**src/rtl/rps_pkg.sv**
```systemverilog
`default_nettype none

package rps_pkg;

   // Field widths of the channels.
   localparam int WORD_W       = 16;
   localparam int COUNT_W      = 5;
   localparam int SLOT_INDEX_W = 4;
   localparam int SLOT_VALUE_W = 5;

   // Element count after reset.
   localparam int COUNT_RESET = 9;

   // Sequencer state codes.
   typedef logic [2:0] state_type;
   localparam state_type ST_IDLE   = 3'd0;
   localparam state_type ST_DIV    = 3'd1;
   localparam state_type ST_READ   = 3'd2;
   localparam state_type ST_SWAP_A = 3'd3;
   localparam state_type ST_SWAP_B = 3'd4;

endpackage

`default_nettype wire

```
**src/rtl/random_permutation_shuffler_unit.sv**
```systemverilog
`default_nettype none

// Channel   Direction  Handshake              Payload
// req       in         req_valid / req_stall  req_random_word
// rsp       out        rsp_valid / rsp_stall  rsp_slot_index, rsp_slot_value, rsp_final_slot
// csr       in         csr_valid / csr_ready  csr_element_count
//
// Each item passes through the restoring divider, which retires one quotient bit per cycle,
// then one table read and two writes on the single write port of the table memory,
// before the next item is accepted.
// Reset restores the identity table at once through per-entry valid bits.
// A stalled result waits in the output register while the next item is accepted;
// the block only holds in its last write cycle when a new result finds that register full.

module random_permutation_shuffler_unit
   import rps_pkg::*;
#(
   parameter int MAX_ELEMENTS = 16,
   parameter int RANDOM_BITS  = 16
) (
   input  wire                      clock,
   input  wire                      reset,
   input  wire                      req_valid,
   output logic                     req_stall,
   input  wire  [WORD_W-1:0]        req_random_word,
   output logic                     rsp_valid,
   input  wire                      rsp_stall,
   output logic [SLOT_INDEX_W-1:0]  rsp_slot_index,
   output logic [SLOT_VALUE_W-1:0]  rsp_slot_value,
   output logic                     rsp_final_slot,
   input  wire                      csr_valid,
   output logic                     csr_ready,
   input  wire  [COUNT_W-1:0]       csr_element_count
);

   localparam int IDX_W     = $clog2(MAX_ELEMENTS);
   localparam int CNT_W     = $clog2(MAX_ELEMENTS + 1);
   localparam int WORD_BITS = (RANDOM_BITS < WORD_W) ? RANDOM_BITS : WORD_W;
   localparam int BIT_W     = $clog2(WORD_BITS);
   localparam int CNT_RESET = (COUNT_RESET > MAX_ELEMENTS) ? MAX_ELEMENTS : COUNT_RESET;

   // Control registers.
   state_type                state_ff, state_in;
   logic [CNT_W-1:0]         count_ff, count_in;
   logic [IDX_W-1:0]         cursor_ff, cursor_in;
   logic [MAX_ELEMENTS-1:0]  valid_ff, valid_in;
   logic                     rsp_valid_ff, rsp_valid_in;

   // Datapath registers.
   logic [CNT_W-1:0]         div_d_ff, div_d_in;
   logic [WORD_BITS-1:0]     word_ff, word_in;
   logic [CNT_W-1:0]         rem_ff, rem_in;
   logic [BIT_W-1:0]         bit_cnt_ff, bit_cnt_in;
   logic [IDX_W-1:0]         partner_ff;
   logic [CNT_W-1:0]         rd_a_ff, rd_b_ff;
   logic                     va_ff, vb_ff;
   logic [SLOT_INDEX_W-1:0]  slot_index_ff;
   logic [SLOT_VALUE_W-1:0]  slot_value_ff;
   logic                     final_slot_ff;

   // Permutation table memory.
   logic [CNT_W-1:0]         table_mem [MAX_ELEMENTS];

   logic [CNT_W:0]           trial;
   logic                     trial_ge;
   logic [CNT_W:0]           partner_sum;
   logic [IDX_W-1:0]         partner_c;
   logic [CNT_W-1:0]         val_a;
   logic [CNT_W-1:0]         val_b;
   logic                     last_pos;
   logic                     out_free;
   logic                     load_rsp;
   logic                     mem_we;
   logic [IDX_W-1:0]         mem_waddr;
   logic [CNT_W-1:0]         mem_wdata;
   logic [CNT_W-1:0]         csr_clamped;

   // One restoring division step on the remainder.
   assign trial    = {rem_ff, word_ff[WORD_BITS-1]};
   assign trial_ge = (trial >= {1'b0, div_d_ff});

   // Swap partner is the cursor plus the remainder.
   assign partner_sum = (CNT_W+1)'(cursor_ff) + (CNT_W+1)'(rem_ff);
   assign partner_c   = IDX_W'(partner_sum);

   // Entries never written since the last restart read as the identity.
   assign val_a = va_ff ? rd_a_ff : CNT_W'(cursor_ff) + CNT_W'(1);
   assign val_b = vb_ff ? rd_b_ff : CNT_W'(partner_ff) + CNT_W'(1);

   assign last_pos = (CNT_W'(cursor_ff) == count_ff - CNT_W'(1));
   assign out_free = !rsp_valid_ff || !rsp_stall;
   assign load_rsp = (state_ff == ST_SWAP_B) && out_free;

   // Clamp a written count into 1 to MAX_ELEMENTS.
   always_comb begin
      if (csr_element_count == '0) begin
         csr_clamped = CNT_W'(1);
      end else if (32'(csr_element_count) > MAX_ELEMENTS) begin
         csr_clamped = CNT_W'(MAX_ELEMENTS);
      end else begin
         csr_clamped = CNT_W'(csr_element_count);
      end
   end

   // Sequencer and next-state logic.
   always_comb begin
      state_in     = state_ff;
      count_in     = count_ff;
      cursor_in    = cursor_ff;
      valid_in     = valid_ff;
      div_d_in     = div_d_ff;
      word_in      = word_ff;
      rem_in       = rem_ff;
      bit_cnt_in   = bit_cnt_ff;
      mem_we       = 1'b0;
      mem_waddr    = cursor_ff;
      mem_wdata    = val_b;
      rsp_valid_in = rsp_valid_ff && rsp_stall;
      unique case (state_ff)
         ST_IDLE: begin
            if (csr_valid) begin
               count_in  = csr_clamped;
               cursor_in = '0;
               valid_in  = '0;
            end else if (req_valid) begin
               div_d_in   = count_ff - CNT_W'(cursor_ff);
               word_in    = req_random_word[WORD_BITS-1:0];
               rem_in     = '0;
               bit_cnt_in = BIT_W'(WORD_BITS - 1);
               state_in   = ST_DIV;
            end
         end
         ST_DIV: begin
            rem_in  = trial_ge ? CNT_W'(trial - {1'b0, div_d_ff}) : trial[CNT_W-1:0];
            word_in = word_ff << 1;
            bit_cnt_in = bit_cnt_ff - BIT_W'(1);
            if (bit_cnt_ff == '0) begin
               state_in = ST_READ;
            end
         end
         ST_READ: begin
            state_in = ST_SWAP_A;
         end
         ST_SWAP_A: begin
            mem_we              = 1'b1;
            mem_waddr           = cursor_ff;
            mem_wdata           = val_b;
            valid_in[cursor_ff] = 1'b1;
            state_in            = ST_SWAP_B;
         end
         ST_SWAP_B: begin
            if (out_free) begin
               mem_we       = 1'b1;
               mem_waddr    = partner_ff;
               mem_wdata    = val_a;
               rsp_valid_in = 1'b1;
               state_in     = ST_IDLE;
               if (last_pos) begin
                  valid_in  = '0;
                  cursor_in = '0;
               end else begin
                  valid_in[partner_ff] = 1'b1;
                  cursor_in            = cursor_ff + IDX_W'(1);
               end
            end
         end
         default: begin
            state_in = ST_IDLE;
         end
      endcase
   end

   // Control state.
   always_ff @(posedge clock) begin
      if (reset) begin
         state_ff     <= ST_IDLE;
         count_ff     <= CNT_W'(CNT_RESET);
         cursor_ff    <= '0;
         valid_ff     <= '0;
         rsp_valid_ff <= 1'b0;
      end else begin
         state_ff     <= state_in;
         count_ff     <= count_in;
         cursor_ff    <= cursor_in;
         valid_ff     <= valid_in;
         rsp_valid_ff <= rsp_valid_in;
      end
   end

   // Divider and result payload.
   always_ff @(posedge clock) begin
      div_d_ff   <= div_d_in;
      word_ff    <= word_in;
      rem_ff     <= rem_in;
      bit_cnt_ff <= bit_cnt_in;
      if (state_ff == ST_READ) begin
         partner_ff <= partner_c;
         va_ff      <= valid_ff[cursor_ff];
         vb_ff      <= valid_ff[partner_c];
      end
      if (load_rsp) begin
         slot_index_ff <= SLOT_INDEX_W'(cursor_ff);
         slot_value_ff <= SLOT_VALUE_W'(val_b);
         final_slot_ff <= last_pos;
      end
   end

   // Table memory: two registered reads, one write per cycle.
   always_ff @(posedge clock) begin
      if (mem_we) begin
         table_mem[mem_waddr] <= mem_wdata;
      end
      if (state_ff == ST_READ) begin
         rd_a_ff <= table_mem[cursor_ff];
         rd_b_ff <= table_mem[partner_c];
      end
   end

   assign req_stall      = (state_ff != ST_IDLE) || csr_valid;
   assign csr_ready      = (state_ff == ST_IDLE);
   assign rsp_valid      = rsp_valid_ff;
   assign rsp_slot_index = slot_index_ff;
   assign rsp_slot_value = slot_value_ff;
   assign rsp_final_slot = final_slot_ff;

endmodule

`default_nettype wire

```
**config.mk**
```make
export PLATFORM = sky130hd
export DESIGN_NAME = random_permutation_shuffler_unit
export DESIGN_NICKNAME = d
export VERILOG_FILES = /design/src/rtl/rps_pkg.sv /design/src/rtl/random_permutation_shuffler_unit.sv
export SDC_FILE = /design/constraint.sdc
export NUM_CORES = 1
export LEC_CHECK = 0
export BUFFER_PORTS_ARGS = -buffer_cell sky130_fd_sc_hd__buf_2
export CAP_MARGIN = 40
export CORE_AREA = 4 4 143 145
export DETAILED_ROUTE_END_ITERATION = 8
export DIE_AREA = 0 0 147 149
export GPL_TIMING_DRIVEN = 0
export PLACE_DENSITY = 0.64
export RECOVER_POWER = 100
export SETUP_SLACK_MARGIN = 0.4
export SLEW_MARGIN = 30
export SYNTH_ARGS = -nofsm -noshare
export SYNTH_HDL_FRONTEND = slang
export SYNTH_SLANG_ARGS = --single-unit
```
**constraint.sdc**
```tcl
create_clock -name clock -period 3.2 [get_ports clock]
set_input_delay 0 -clock clock [delete_from_list [all_inputs] [get_ports clock]]
set_output_delay 0 -clock clock [all_outputs]
set_load 0.02 [all_outputs]
```
==> flow_metrics.env <==
export IMPL_ys_warn_count=0
export IMPL_synthArstFlopShare=0
export IMPL_placedCellCount=959
export IMPL_hold_path_depth=4
export IMPL_tns_ns=0
export IMPL_drc=0
export IMPL_synthSimpleGateAreaFrac=0.114
export IMPL_cts_buffers=17
export IMPL_final_nets=789
export IMPL_antenna_found_initial=0
export IMPL_path_class="flop to flop"
export IMPL_min_delay_start="csr_element_count[1]"
export IMPL_cts_tree="done"
export IMPL_fin_util=0.513
export IMPL_synth_compound_area_frac=0.0968
export IMPL_cp_arrival_ns=3.05
export IMPL_synth_xor_area_share=0.0164
export IMPL_start_kind="flop"
export IMPL_leakage_nw=3.48
export IMPL_clock_skew_ns=0.00744
export IMPL_area_delta_synth_final_pct=15.1
export IMPL_synth_edf_count=136
export IMPL_pin_count=39
export IMPL_synth_nets=704
export IMPL_reg2reg_from="cursor_ff[0]"
export IMPL_drtIter0Drc=512
export IMPL_cp_required_ns=3.36
export IMPL_routedWlPerCell_um=21.2
export IMPL_setup_viol=0
export IMPL_seq_area_frac_synth=0.545
export IMPL_max_slew_margin_rel=0.312
export IMPL_ys_seq_elements=165
export IMPL_synth_top_family_by_area="multiplexers"
export IMPL_worstMarginPinSlew_ns=1.02
export IMPL_root_buffer="clkbuf_16"
export IMPL_pre_cts_slack_ns=-0.0813
export IMPL_synth_ff_type="edfxtp_1"
export IMPL_synth_top_cells_by_count="edfxtp_1 (136), nand2_1 (89), mux4_2 (54), a21oi_1 (43), nor2_1 (35)"
export IMPL_period_minus_slack_ns=2.89
export IMPL_multiInputGateArea_um2=3550
export IMPL_fin_crit_sh=0.903
export IMPL_antenna_cells=0
export IMPL_synth_top_area_cell="edfxtp_1"
export IMPL_place_congestion=0.873
export IMPL_min_to="count_ff[1]"
export IMPL_grtUsageTotal=0.199
export IMPL_die_w_um=147
export IMPL_grt_pass1_vias=5877
export IMPL_grt_overflow_total=0
export IMPL_synthMuxAreaShare=0.154
export IMPL_avgSynthCellArea_um2=13.1
export IMPL_die_y_um=149
export IMPL_clkLatencyLatePin_ns=0.43
export IMPL_drv_slew=0
export IMPL_cts_sinks=165
export IMPL_hold_path_class="input pin to flop"
export IMPL_cts_max_level=4
export IMPL_cap_violations=0
export IMPL_instances_no_fill=1016
export IMPL_initial_core_util=0.446
export IMPL_ff_latch_area_um2=4660
export IMPL_outcome="finished, final reports clean"
export IMPL_synth_area_leaders="edfxtp_1 (48%), mux4_2 (14%), dfxtp_1 (6.8%), nand2_1 (3.9%), ha_1 (3.2%)"
export IMPL_core_area_um2=19200
export IMPL_powerDensity_nw_per_um2=477
export IMPL_rows=51
export IMPL_synth_top_cell_area_share=0.477
export IMPL_critPathMaxFanout=10
export IMPL_synth_cells=653
export IMPL_drtAntennaViolNets=0
export IMPL_vias_per_cell=5.72
export IMPL_clkSlewWorstSetupHoldPaths_ns=0.06
export IMPL_max_freq_mhz=346
export IMPL_vias=5813
export IMPL_reg2reg_depth=7
export IMPL_power_w=0.00470
export IMPL_grt_max_degree=23
export IMPL_reg2reg_to="rd_b_ff[1]"
export IMPL_rsz0062_at_grt="false"
export IMPL_synth_fa_ha_area_frac=0.0392
export IMPL_io_buffers=37
export IMPL_endpoint_kind="flop"
export IMPL_dieArea_um2=21900
export IMPL_synth_cell_type_count=55
export IMPL_final_layout_size_suffix_gt1_frac=0.190
export IMPL_ctsLongestPathBuffers=2
export IMPL_grt_first_pass_wirelength_mm=33.1
export IMPL_drt_total_wl_mm=21.5
export IMPL_ir_worst_vdd_uv=394
export IMPL_reg2reg_slack_ns=0.31
export IMPL_yosysMostFrequentCell="edfxtp_1"
export IMPL_netlist_area_um2=8560
export IMPL_hpwl_mm=15.4
export IMPL_first_pass_iters=5
export IMPL_hold_violations=0
export IMPL_fillers=1633
export IMPL_fin_ws_ns=0.312
-- placed cells by master (no fill, tap or decap), drive strengths merged, types with 22 or more instances in the layout --
cell	Yosys	layout
mux4	54	54
buf	25	46
ha	22	22
nor2	35	35
a211oi	23	23
a21oi	43	43
nand2	91	91
dfxtp	29	29
dlygate4sd3	0	22
clkbuf	12	54
o21ai	29	29
inv	25	29
edfxtp	136	136
-- routing by layer --
layer  vias up  global-route usage  share of wire
met3        33              0.0386          0.066
met5         -                   0              0
met4         0              0.0690          0.020
met2       215               0.330           0.49
li1       2645                   -              -
met1      2920               0.264           0.42
-- worst max-delay path: stages (launching register included) --
cell     delay [ns]
dfxtp_1        0.47
ha_1           0.32
fa_1           0.65
buf_4          0.27
buf_6          0.20
mux4_2         0.32
mux2i_1        0.27
a21oi_1        0.12
-- kinds of logic after synthesis --
logic type | count (synthesis)
AND/OR/NAND/NOR | 198
XOR/XNOR | 16
multiplexers | 64
buffers and inverters | 63
flip-flops | 165
AO/OA/AOI/OAI | 122
adder cells (fa/ha/maj) | 25
-- what timing repair did --
action,in CTS,in global routing
setup buffers,2,1
pin swaps,2,0
hold endpoints to repair,23,0
setup endpoints to repair,44,7
hold buffers,22,0
gates resized for setup,9,3
-- cell type report --
type                            count  area share
Buffer                             37      0.0213
Clock buffer                       19      0.0439
Clock inverter                     13      0.0126
Inverter                           26     0.00990
Multi-Input combinational cell    425       0.361
Sequential cell                   165       0.473
Tap cell                          265      0.0337
Timing Repair Buffer               66      0.0447
-- through the flow --
step / cell area (um^2) / hold WS, ns
finish: 9850 / 0.0101
global route: 9850 / 0.0488
CTS: 10000 / 0.00211
detailed placement: 9160 / 0.274
global placement: 9080 / 0.249
floorplan: 8560 / 0.102
-- where the power goes --
part | internal [W] | leakage (nW) | switching [W]
Combinational | 0.000170 | 1.75 | 0.000213
Sequential | 0.00235 | 1.48 | 0.0000222
Clock | 0.00108 | 0.258 | 0.000869
-- state kept, by name, summed over array words and instances, names as in the netlist, 3 cells and up --
register,count
state_ff,3
rsp_slot_index,4
rd_b_ff,5
bit_cnt_ff,4
table_mem,80
rd_a_ff,5
count_ff,5
valid_ff,16
cursor_ff,4
partner_ff,4
rem_ff,5
rsp_slot_value,5
word_ff,16
div_d_ff,5
-- worst max path at each step --
stage                      start                to  depth (start not counted)  slack (ns)
floorplan            state_ff[0]     bit_cnt_ff[0]                          4        0.46
global placement    cursor_ff[1]  table_mem[14][3]                          7       -0.56
detailed placement  cursor_ff[0]        rd_b_ff[1]                          7       -0.08
CTS                    rem_ff[0]        rd_b_ff[3]                          7        0.43
global route        cursor_ff[1]   table_mem[1][3]                          8        0.22
finish              cursor_ff[0]        rd_b_ff[1]                          7        0.31
Power figures use the tool's default switching activity.
